[src/design/fdsl_pkg.sv]
// Shared constants for the fan duty slew limiter.
package fdsl_pkg;

   localparam int LEVEL_W     = 8;
   localparam int SUM_W       = 10;
   localparam int MAG_W       = 18;
   localparam int RECIP_W     = 19;
   localparam int PROD_W      = MAG_W + RECIP_W;
   localparam int CSR_ADDR_W  = 5;
   localparam int CSR_DATA_W  = 32;
   localparam int REG_IDX_W   = 3;

   localparam int COLOUR_SPAN = 765;
   localparam int RECIP_SHIFT = 28;
   localparam logic [RECIP_W-1:0] RECIP =
      RECIP_W'(((64'd1 << RECIP_SHIFT) + COLOUR_SPAN - 1) / COLOUR_SPAN);

   localparam logic CMD_TICK   = 1'b0;
   localparam logic CMD_COLOUR = 1'b1;

   localparam logic [REG_IDX_W-1:0] REG_MIN_SPEED = 3'd0;
   localparam logic [REG_IDX_W-1:0] REG_MAX_SPEED = 3'd1;
   localparam logic [REG_IDX_W-1:0] REG_ZERO_RPM  = 3'd2;
   localparam logic [REG_IDX_W-1:0] REG_STEP_UP   = 3'd3;
   localparam logic [REG_IDX_W-1:0] REG_STEP_DOWN = 3'd4;

   localparam logic [LEVEL_W-1:0] MIN_SPEED_RST = 8'd40;
   localparam logic [LEVEL_W-1:0] MAX_SPEED_RST = 8'd255;
   localparam logic               ZERO_RPM_RST  = 1'b0;
   localparam logic [LEVEL_W-1:0] STEP_UP_RST   = 8'd5;
   localparam logic [LEVEL_W-1:0] STEP_DOWN_RST = 8'd1;

endpackage

[src/design/fan_duty_slew_limiter.sv]
// Fan duty slew limiter: colour-to-target mapping and ramped PWM duty, with CSR port.
// Takes one item per clock while results are taken and gives one result per item: the
// input register loads when the item is accepted, then the product register, then the
// result register. The depth is set by the color path: the byte sum times the speed
// span is registered, then divided by 765 through a reciprocal multiply ahead of the
// result register; ticks ride the same stages so that every item sees the target and
// current speed that the item before it left. A stalled result holds the stages behind
// it, and input is refused only once all three registers are full. Target and current
// speed reset to 0; CSR writes take effect at the access phase, pready is always high,
// and registers are meant to be changed only while no item is in flight.
module fan_duty_slew_limiter
   import fdsl_pkg::*;
(
   input  logic                  clock,
   input  logic                  reset,
   input  logic                  req_valid,
   output logic                  req_ready,
   input  logic                  req_cmd,
   input  logic [LEVEL_W-1:0]    req_red,
   input  logic [LEVEL_W-1:0]    req_green,
   input  logic [LEVEL_W-1:0]    req_blue,
   output logic                  rsp_valid,
   input  logic                  rsp_ready,
   output logic [LEVEL_W-1:0]    rsp_duty,
   output logic                  rsp_duty_written,
   output logic [LEVEL_W-1:0]    rsp_target_level,
   output logic [LEVEL_W-1:0]    rsp_current_level,
   input  logic                  csr_psel,
   input  logic                  csr_penable,
   input  logic                  csr_pwrite,
   input  logic [CSR_ADDR_W-1:0] csr_paddr,
   input  logic [CSR_DATA_W-1:0] csr_pwdata,
   output logic [CSR_DATA_W-1:0] csr_prdata,
   output logic                  csr_pready
);

   // configuration
   logic [LEVEL_W-1:0] min_speed_ff, min_speed_in;
   logic [LEVEL_W-1:0] max_speed_ff, max_speed_in;
   logic               zero_rpm_ff, zero_rpm_in;
   logic [LEVEL_W-1:0] step_up_ff, step_up_in;
   logic [LEVEL_W-1:0] step_down_ff, step_down_in;

   // speed state
   logic [LEVEL_W-1:0] target_level_ff, target_level_in;
   logic [LEVEL_W-1:0] current_level_ff, current_level_in;

   // stage 1: input register
   logic               s1_valid_ff, s1_valid_in;
   logic               s1_cmd_ff, s1_cmd_in;
   logic [LEVEL_W-1:0] s1_red_ff, s1_red_in;
   logic [LEVEL_W-1:0] s1_green_ff, s1_green_in;
   logic [LEVEL_W-1:0] s1_blue_ff, s1_blue_in;

   // stage 2: product register
   logic               s2_valid_ff, s2_valid_in;
   logic               s2_cmd_ff, s2_cmd_in;
   logic [MAG_W-1:0]   s2_mag_ff, s2_mag_in;
   logic               s2_neg_ff, s2_neg_in;

   // result register
   logic               rsp_valid_ff, rsp_valid_in;
   logic [LEVEL_W-1:0] rsp_duty_ff, rsp_duty_in;
   logic               rsp_written_ff, rsp_written_in;
   logic [LEVEL_W-1:0] rsp_target_ff, rsp_target_in;
   logic [LEVEL_W-1:0] rsp_current_ff, rsp_current_in;

   logic                 out_ready;
   logic                 s2_ready;
   logic                 s2_fire;
   logic                 req_fire;
   logic                 csr_write;
   logic [REG_IDX_W-1:0] csr_idx;
   logic [SUM_W-1:0]     sum;
   logic                 span_neg;
   logic [LEVEL_W-1:0]   span_mag;
   logic [PROD_W-1:0]    prod;
   logic [LEVEL_W-1:0]   quot;
   logic [LEVEL_W-1:0]   new_target;
   logic [LEVEL_W-1:0]   ramp_level;
   logic                 ramp_move;
   logic [LEVEL_W-1:0]   floored;

   // handshake and stage advance
   assign out_ready = !rsp_valid_ff || rsp_ready;
   assign s2_ready  = !s2_valid_ff || out_ready;
   assign req_ready = !s1_valid_ff || s2_ready;
   assign req_fire  = req_valid && req_ready;
   assign s2_fire   = s2_valid_ff && out_ready;

   // CSR port
   assign csr_pready = 1'b1;
   assign csr_write  = csr_psel && csr_penable && csr_pwrite;
   assign csr_idx    = csr_paddr[CSR_ADDR_W-1:2];

   always_comb begin
      min_speed_in = min_speed_ff;
      max_speed_in = max_speed_ff;
      zero_rpm_in  = zero_rpm_ff;
      step_up_in   = step_up_ff;
      step_down_in = step_down_ff;
      if (csr_write) begin
         unique case (csr_idx)
            REG_MIN_SPEED: min_speed_in = csr_pwdata[LEVEL_W-1:0];
            REG_MAX_SPEED: max_speed_in = csr_pwdata[LEVEL_W-1:0];
            REG_ZERO_RPM:  zero_rpm_in  = csr_pwdata[0];
            REG_STEP_UP:   step_up_in   = csr_pwdata[LEVEL_W-1:0];
            REG_STEP_DOWN: step_down_in = csr_pwdata[LEVEL_W-1:0];
            default: ;
         endcase
      end
   end

   always_comb begin
      unique case (csr_idx)
         REG_MIN_SPEED: csr_prdata = CSR_DATA_W'(min_speed_ff);
         REG_MAX_SPEED: csr_prdata = CSR_DATA_W'(max_speed_ff);
         REG_ZERO_RPM:  csr_prdata = CSR_DATA_W'(zero_rpm_ff);
         REG_STEP_UP:   csr_prdata = CSR_DATA_W'(step_up_ff);
         REG_STEP_DOWN: csr_prdata = CSR_DATA_W'(step_down_ff);
         default:       csr_prdata = '0;
      endcase
   end

   // stage 1 -> 2: byte sum times span magnitude
   assign sum      = SUM_W'(s1_red_ff) + SUM_W'(s1_green_ff) + SUM_W'(s1_blue_ff);
   assign span_neg = max_speed_ff < min_speed_ff;
   assign span_mag = span_neg ? (min_speed_ff - max_speed_ff) : (max_speed_ff - min_speed_ff);

   always_comb begin
      s1_valid_in = req_fire ? 1'b1 : (s2_ready ? 1'b0 : s1_valid_ff);
      s1_cmd_in   = req_fire ? req_cmd   : s1_cmd_ff;
      s1_red_in   = req_fire ? req_red   : s1_red_ff;
      s1_green_in = req_fire ? req_green : s1_green_ff;
      s1_blue_in  = req_fire ? req_blue  : s1_blue_ff;

      s2_valid_in = s2_ready ? s1_valid_ff : s2_valid_ff;
      s2_cmd_in   = s2_ready ? s1_cmd_ff : s2_cmd_ff;
      s2_mag_in   = s2_ready ? (MAG_W'(sum) * MAG_W'(span_mag)) : s2_mag_ff;
      s2_neg_in   = s2_ready ? span_neg : s2_neg_ff;
   end

   // stage 2 -> result: divide by 765, ramp, floor rule
   assign prod       = PROD_W'(s2_mag_ff) * PROD_W'(RECIP);
   assign quot       = prod[RECIP_SHIFT+LEVEL_W-1:RECIP_SHIFT];
   assign new_target = s2_neg_ff ? (min_speed_ff - quot) : (min_speed_ff + quot);
   assign floored    = (ramp_level <= min_speed_ff) ? (zero_rpm_ff ? '0 : min_speed_ff)
                                                    : ramp_level;

   always_comb begin
      ramp_level = current_level_ff;
      ramp_move  = 1'b0;
      if (current_level_ff < target_level_ff) begin
         ramp_move  = 1'b1;
         ramp_level = ((target_level_ff - current_level_ff) < step_up_ff)
                      ? target_level_ff : (current_level_ff + step_up_ff);
      end else if (current_level_ff > target_level_ff) begin
         ramp_move  = 1'b1;
         ramp_level = ((current_level_ff - target_level_ff) < step_down_ff)
                      ? target_level_ff : (current_level_ff - step_down_ff);
      end
   end

   always_comb begin
      target_level_in  = target_level_ff;
      current_level_in = current_level_ff;
      rsp_valid_in     = out_ready ? s2_valid_ff : rsp_valid_ff;
      rsp_duty_in      = rsp_duty_ff;
      rsp_written_in   = rsp_written_ff;
      rsp_target_in    = rsp_target_ff;
      rsp_current_in   = rsp_current_ff;
      if (s2_fire) begin
         if (s2_cmd_ff == CMD_COLOUR) begin
            target_level_in = new_target;
            rsp_duty_in     = '0;
            rsp_written_in  = 1'b0;
         end else begin
            current_level_in = ramp_level;
            rsp_duty_in      = ramp_move ? floored : '0;
            rsp_written_in   = ramp_move;
         end
         rsp_target_in  = target_level_in;
         rsp_current_in = current_level_in;
      end
   end

   always_ff @(posedge clock) begin
      if (reset) begin
         min_speed_ff     <= MIN_SPEED_RST;
         max_speed_ff     <= MAX_SPEED_RST;
         zero_rpm_ff      <= ZERO_RPM_RST;
         step_up_ff       <= STEP_UP_RST;
         step_down_ff     <= STEP_DOWN_RST;
         target_level_ff  <= '0;
         current_level_ff <= '0;
         s1_valid_ff      <= 1'b0;
         s2_valid_ff      <= 1'b0;
         rsp_valid_ff     <= 1'b0;
      end else begin
         min_speed_ff     <= min_speed_in;
         max_speed_ff     <= max_speed_in;
         zero_rpm_ff      <= zero_rpm_in;
         step_up_ff       <= step_up_in;
         step_down_ff     <= step_down_in;
         target_level_ff  <= target_level_in;
         current_level_ff <= current_level_in;
         s1_valid_ff      <= s1_valid_in;
         s2_valid_ff      <= s2_valid_in;
         rsp_valid_ff     <= rsp_valid_in;
      end
   end

   always_ff @(posedge clock) begin
      s1_cmd_ff      <= s1_cmd_in;
      s1_red_ff      <= s1_red_in;
      s1_green_ff    <= s1_green_in;
      s1_blue_ff     <= s1_blue_in;
      s2_cmd_ff      <= s2_cmd_in;
      s2_mag_ff      <= s2_mag_in;
      s2_neg_ff      <= s2_neg_in;
      rsp_duty_ff    <= rsp_duty_in;
      rsp_written_ff <= rsp_written_in;
      rsp_target_ff  <= rsp_target_in;
      rsp_current_ff <= rsp_current_in;
   end

   assign rsp_valid         = rsp_valid_ff;
   assign rsp_duty          = rsp_duty_ff;
   assign rsp_duty_written  = rsp_written_ff;
   assign rsp_target_level  = rsp_target_ff;
   assign rsp_current_level = rsp_current_ff;

   // a pending result always shows the speed state it left behind
   a_rsp_matches_state: assert property (@(posedge clock) disable iff (reset)
      rsp_valid_ff |-> (rsp_target_ff == target_level_ff) && (rsp_current_ff == current_level_ff))
      else $error("pending result disagrees with speed state");

   a_no_duty_unwritten: assert property (@(posedge clock) disable iff (reset)
      (rsp_valid_ff && !rsp_written_ff) |-> (rsp_duty_ff == '0))
      else $error("duty nonzero without a write");

   a_current_only_on_commit: assert property (@(posedge clock) disable iff (reset)
      !s2_fire |=> $stable(current_level_ff) && $stable(target_level_ff))
      else $error("speed state changed without an item");

   a_s2_item_held: assert property (@(posedge clock) disable iff (reset)
      (s2_valid_ff && !out_ready) |=> s2_valid_ff)
      else $error("stalled item dropped from product stage");

endmodule
[config.mk]
export PLATFORM = sky130hd
export DESIGN_NAME = fan_duty_slew_limiter
export DESIGN_NICKNAME = d
export VERILOG_FILES = /design/src/design/fdsl_pkg.sv /design/src/design/fan_duty_slew_limiter.sv
export SDC_FILE = /design/constraint.sdc
export NUM_CORES = 1
export LEC_CHECK = 0
export ABC_AREA = 0
export ABC_CLOCK_PERIOD_IN_PS = 10040
export BUFFER_PORTS_ARGS = -buffer_cell sky130_fd_sc_hd__buf_4
export CAP_MARGIN = 20
export CORE_ASPECT_RATIO = 2
export CORE_MARGIN = 3
export CORE_UTILIZATION = 25
export DETAILED_ROUTE_END_ITERATION = 10
export SETUP_SLACK_MARGIN = 0.02
export SYNTH_ARGS = -nofsm -noshare
export SYNTH_HDL_FRONTEND = slang
export SYNTH_SLANG_ARGS = --single-unit
[constraint.sdc]
create_clock -name clock -period 10.04 [get_ports clock]
set_input_delay 1.004 -clock clock [delete_from_list [all_inputs] [get_ports clock]]
set_output_delay 1.004 -clock clock [all_outputs]
set_load 0.05 [all_outputs]
==> impl_metrics.toml, run 1 <==
[run_status]
outcome = "finished clean"

[synth]
postSynth.asyncResetShare = 0
syn-cell-area_um2 = 15680
yosysUniqueCellTypes = 76
seq_area_frac_synth = 0.2005
yosysTopAreaCell = "fa_1"
synth_top_area_frac = 0.2043
synthTopCellsByArea = "fa_1, ha_1, edfxtp_1"
yosysWarnings = 0
synth_edf_count = 70
ys_ff_latch = 122
avgSynthCellArea_um2 = 9.353
syn_inst = 1676
ys.flop_type = "edfxtp_1"

[setup_path]
start_kind = "flip-flop"
slowest_stage = "a2111oi_1"
r2r_slack_ps = 1380
critPathCaptureType = "flip-flop"
reg2reg_depth = 31
path_max_fanout = 8
cp.arrival_ps = 8860
cpMostUsedCell = "ha_1"
r2r_start = "s2_mag_ff[8]"
cp.required_ps = 10240
r2r_end = "rsp_target_level[7]"
max_stage_delay_ps = 670
criticalPathCategory = "reg2reg"

[route]
drcViolationCount = 0
vias = 11822
drt_first_iter_violations = 413
drt-total-wl_mm = 43.53
vias_per_cell = 4.643
drtPass1Iterations = 5
post_drt_wl_per_cell_um = 17.10
antenna_left = 0

[floorplan]
num_rows = 129
initial_core_util = 0.2529
die_width_um = 183.1
dieArea_um2 = 65920
die_h_um = 360.1
io_pins = 129
core_um2 = 61980

[cts]
post_cts_buffers = 0
ctsHoldBuffers = 0
cts_buffer_depth = 3
tritoncts = "built"
clk_pin_slew_ps = 50
root_buffer = "clkbuf_16"
numCtsBuffers = 25
htreeDepth = 4
worst_skew_pair.late_latency_ps = 490
cts.repair.resized = 0
numClockSinks = 122

[sta]
rsz0062_at_grt = "false"
setup_viol = 0
finalCritPeriodShare = 0.8626
hold_viol_final = 0
slew_headroom = 0.3202
min_period_ps = 8661
setup_tns_ps = 0
max_freq_mhz = 115.5
finClkSkew_ps = 18.32
hold_ws_ps = 430.2
slew_violations = 0
setup_slack_ps = 1379
worstMarginPinSlew_ps = 1012

[hold_path]
min_path_type = "reg2reg"
holdPathStages = 0
hp-start = "s1_cmd_ff"
worstHoldEndpoint = "s2_cmd_ff"

[placement]
portBuffers = 77
gp_congestion = 0.9200
placement.setup.worst_slack_ps = 1281
dp_hpwl_mm = 38.08

[global_routing]
gr-total-overflow = 0
grt_pass1_wl_mm = 68.19
antenna_found_initial = 0
track_usage = 0.1336
grt_pass1_vias = 12900
grt_max_degree = 56

[finish]
drive_gt1_frac = 0.08352
area_delta_synth_final_pct = 13.32
diodes = 0
final_nets = 2236

[run]
drv_cap = 0
## final cells by class
| class | instances | area, um^2 |
|---|---|---|
| clock inverter | 6 | 30.03 |
| sequential | 122 | 3143 |
| clock buffer | 27 | 633.1 |
| tap | 786 | 983.4 |
| timing repair buffer | 87 | 653.1 |
| inverter | 305 | 1145 |
| fill | 6583 | 44220 |
| multi-input combinational | 1213 | 11180 |
## worst max-delay path by stage
stage | slack, ps | endpoint | depth (start not counted) | from
floorplan | 2620 | rsp_target_level[7] | 30 | s2_mag_ff[16]
global placement | 1450 | rsp_target_level[7] | 30 | s2_mag_ff[5]
detailed placement | 1280 | rsp_target_level[7] | 30 | s2_mag_ff[5]
CTS | 1220 | rsp_target_level[7] | 31 | s2_mag_ff[6]
global route | 640 | target_level_ff[7] | 31 | s2_mag_ff[8]
finish | 1380 | rsp_target_level[7] | 31 | s2_mag_ff[8]
## through the flow
stage | utilization | cells | instance area (um^2)
after global placement | 0.2758 | 2512 | 17090
after detailed placement | 0.2758 | 2512 | 17090
after floorplan | - | 1699 | 15760
final | 0.2866 | 2546 | 17760
after CTS | 0.2865 | 2545 | 17760
after global routing | 0.2866 | 2546 | 17760
## synthesized netlist by cell type, drive strengths merged (3+ instances only)
library cell and number:
nand3b 7, o211ai 10, mux2 7, a21o 28, edfxtp 70, ha 253, or3 4, fa 160
nor3b 4, o22ai 5, nand2b 18, inv 305, nand2 116, nor2b 22, a22o 4, o21a 13
a211o 11, o31ai 4, buf 28, dfxtp 52, clkbuf 31, o21ai 60, or2 4, a221oi 3
mux2i 25, a21boi 8, xor2 20, and3 8, nor2 103, a21oi 96, and2 29, o21bai 17
a22oi 4, nand3 34, a211oi 14, nor3 14, xnor2 47, nand4 8
## flip-flops by register name, indices dropped and copies added (netlist names)
register and flops:
s1_cmd_ff 1, min_speed_ff 8, rsp_duty_written 1, s2_valid_ff 1, s1_blue_ff 8, s1_red_ff 8, s1_valid_ff 1, rsp_duty 8
step_down_ff 8, s1_green_ff 8, max_speed_ff 8, s2_cmd_ff 1, step_up_ff 8, s2_mag_ff 18, current_level_ff 8, target_level_ff 8
s2_neg_ff 1, zero_rpm_ff 1, rsp_current_level 8, rsp_target_level 8, rsp_valid 1
## layer usage
layer  vias to the layer above  track usage  share of wire  wire, um
met4                         0       0.1066          0.087      3805
met3                       118      0.01446          0.026      1137
met2                       273       0.2639           0.57     24590
met5                         -            0              0         0
met1                      5762       0.1186           0.32     13990
li1                       5669            -              -         -
## layout by cell type, fill, tap and decap left out, types with 7 or more instances in the layout
master / netlist / layout
a211o_1: 11 / 11
a21boi_0: 8 / 8
edfxtp_1: 70 / 70
nand3b_1: 7 / 7
nor3_1: 13 / 13
fa_1: 160 / 160
dfxtp_1: 52 / 52
conb_1: 2 / 25
and2_1: 27 / 27
nor2b_1: 22 / 22
and3_1: 7 / 7
mux2_2: 7 / 7
buf_4: 25 / 86
o21ai_0: 56 / 56
xor2_1: 20 / 20
o21bai_1: 16 / 16
nand4_1: 8 / 8
o211ai_1: 10 / 10
mux2i_1: 25 / 25
nand2_1: 116 / 116
a21o_1: 27 / 27
nand3_1: 34 / 34
clkbuf_16: 0 / 25
a21oi_1: 94 / 94
o21a_1: 13 / 13
nand2b_1: 18 / 18
inv_1: 304 / 304
nor2_1: 103 / 103
ha_1: 253 / 253
a211oi_1: 13 / 13
xnor2_1: 46 / 46
## kinds of logic (layout without fill, tap and decap cells)
family | count (synthesis) | in the layout | share of synthesized area
AND/OR/NAND/NOR | 377 | 377 | 0.1138
AO/OA/AOI/OAI | 299 | 299 | 0.1268
XOR/XNOR | 67 | 67 | 0.03792
flip-flops | 122 | 122 | 0.2005
other | 2 | 25 | 0.0004791
multiplexers | 32 | 32 | 0.02099
buffers and inverters | 364 | 425 | 0.09323
adder cells (fa/ha/maj) | 413 | 413 | 0.4063
## worst max-delay path: cells and delay by family, from the launching register on
| kind | cells | cell delay [ps] |
|---|---|---|
| compound gates | 12 | 3030 |
| xor+xnor | 2 | 560 |
| fa+ha+maj | 8 | 3080 |
| buf+inv | 4 | 190 |
| flops | 1 | 510 |
| mux | 1 | 210 |
| simple gates | 4 | 790 |
Power of run 1 is left out: the tool's default activity adds up to more than one toggle a clock period on the data nets, which glitch-free logic cannot reach.
==> run 2, diff against run 1 <==
--- a/config.mk
+++ b/config.mk
@@ -6,7 +6,7 @@
 export NUM_CORES = 1
 export LEC_CHECK = 0
 export ABC_AREA = 0
-export ABC_CLOCK_PERIOD_IN_PS = 10040
+export ABC_CLOCK_PERIOD_IN_PS = 9350
 export BUFFER_PORTS_ARGS = -buffer_cell sky130_fd_sc_hd__buf_4
 export CAP_MARGIN = 20
 export CORE_ASPECT_RATIO = 2
==> constraint.sdc (replaced) <==
create_clock -name clock -period 9.35 [get_ports clock]
set_input_delay 0.935 -clock clock [delete_from_list [all_inputs] [get_ports clock]]
set_output_delay 0.935 -clock clock [all_outputs]
set_load 0.05 [all_outputs]
==> run 2 against run 1 <==
  * Sequential share of layout area barely moved
  * Sequential cell count did not move
  * Die area unchanged
  * Clock-buffer cell count decreased by 1
  * Register-to-register slack got worse by 630 ps
  * Clock skew is essentially flat
  * Non-clock buffer count grew 2
  * Setup slack worse by 630 ps
==> impl_metrics.toml, run 2 (synthesis gave the netlist of run 1 again) <==
[cts]
ctsHoldBuffers = 0
cts_buffer_depth = 3
worst_skew_pair.late_latency_ps = 490
numCtsBuffers = 25
cts.repair.resized = 0
htreeDepth = 4
root_buffer = "clkbuf_16"
tritoncts = "built"
numClockSinks = 122
clk_pin_slew_ps = 60
post_cts_buffers = 0

[sta]
setup_slack_ps = 750.0
rsz0062_at_grt = "false"
setup_tns_ps = 0
slew_headroom = 0.2223
max_freq_mhz = 116.3
slew_violations = 0
min_period_ps = 8600
finalCritPeriodShare = 0.9198
worstMarginPinSlew_ps = 1158
setup_viol = 0
finClkSkew_ps = 18.52
hold_viol_final = 0

[floorplan]
io_pins = 129
dieArea_um2 = 65920
core_um2 = 61980
initial_core_util = 0.2529
num_rows = 129
die_h_um = 360.1
die_width_um = 183.1

[finish]
instances_no_fill = 2548
final_nets = 2238
layout_commonest_cell = "inv_1"
top_register = "s2_mag_ff"
design_area_um2 = 17790
drive_gt1_frac = 0.08513
layout_common_cells = "inv_1, ha_1, fa_1"
largest_reg_flops = 18
area_delta_synth_final_pct = 13.47
diodes = 0

[setup_path]
start_kind = "flip-flop"
critPathCaptureType = "flip-flop"
criticalPathCategory = "reg2reg"
cp.required_ps = 9550
slowest_stage = "a2111oi_1"
cp.arrival_ps = 8800
path_max_fanout = 8
max_stage_delay_ps = 620

[global_routing]
gr-total-overflow = 0
grt_max_degree = 56
antenna_found_initial = 0
track_usage = 0.1343
grt_pass1_vias = 12798
grt_pass1_wl_mm = 68.79

[placement]
placement.setup.worst_slack_ps = 827.6
gp_congestion = 0.9273
dp_cells = 2514
placed_area_um2 = 17110
dp_hpwl_mm = 38.36
portBuffers = 77

[route]
drt-total-wl_mm = 44.18
drt_first_iter_violations = 472
antenna_left = 0
vias_per_cell = 4.670
drcViolationCount = 0
drtPass1Iterations = 5
vias = 11900
post_drt_wl_per_cell_um = 17.34

[hold_path]
min_path_type = "reg2reg"

[run_status]
outcome = "finished clean"

[run]
drv_cap = 0
## run 2: changes by cell type in the layout (fill, tap and decap cells not counted), sizes merged
cell and delta:
buf +3, clkbuf -2, clkinv +2, clkinvlp -1
## run 2: per-layer routing
layer / global-route usage / vias up / part of all wire
li1: - / 5683 / -
met1: 0.1207 / 5829 / 0.32
met2: 0.2706 / 276 / 0.58
met3: 0.01304 / 112 / 0.025
met4: 0.09480 / 0 / 0.074
met5: 0 / - / 0
## run 2: final timing paths
check / start / endpoint / slack [ps] / cells past startpoint
worst max-delay path: s2_mag_ff[8] / rsp_target_level[7] / 750 / 31
worst min-delay path: s1_cmd_ff / s2_cmd_ff / 430 / 0
worst max register to register: s2_mag_ff[8] / rsp_target_level[7] / 750 / 31
worst min register to register: s1_cmd_ff / s2_cmd_ff / 430 / 0
## run 2: cell type report
type / count / area, um^2
Clock buffer: 26 / 639.4
Timing Repair Buffer: 89 / 668.1
Clock inverter: 7 / 31.28
Tap cell: 786 / 983.4
Multi-Input combinational cell: 1213 / 11180
Inverter: 305 / 1145
Sequential cell: 122 / 3143
Fill cell: 6509 / 44190
## run 2: per-stage QoR
stage | hold slack [ps] | util
after floorplan | 400.3 | -
after detailed placement | 413.8 | 0.2760
after global routing | 442.7 | 0.2870
after CTS | 428.2 | 0.2868
final | 425.0 | 0.2870
after global placement | 414.0 | 0.2760
## run 2: critical path: cells and delay by family, from the launching register on
kind / cells / cell delay [ps]
mux: 1 / 210
simple gates: 5 / 910
fa+ha+maj: 8 / 3090
flops: 1 / 510
compound gates: 11 / 2770
buf+inv: 4 / 260
xor+xnor: 2 / 560
Power of run 2 is left out for the same reason.
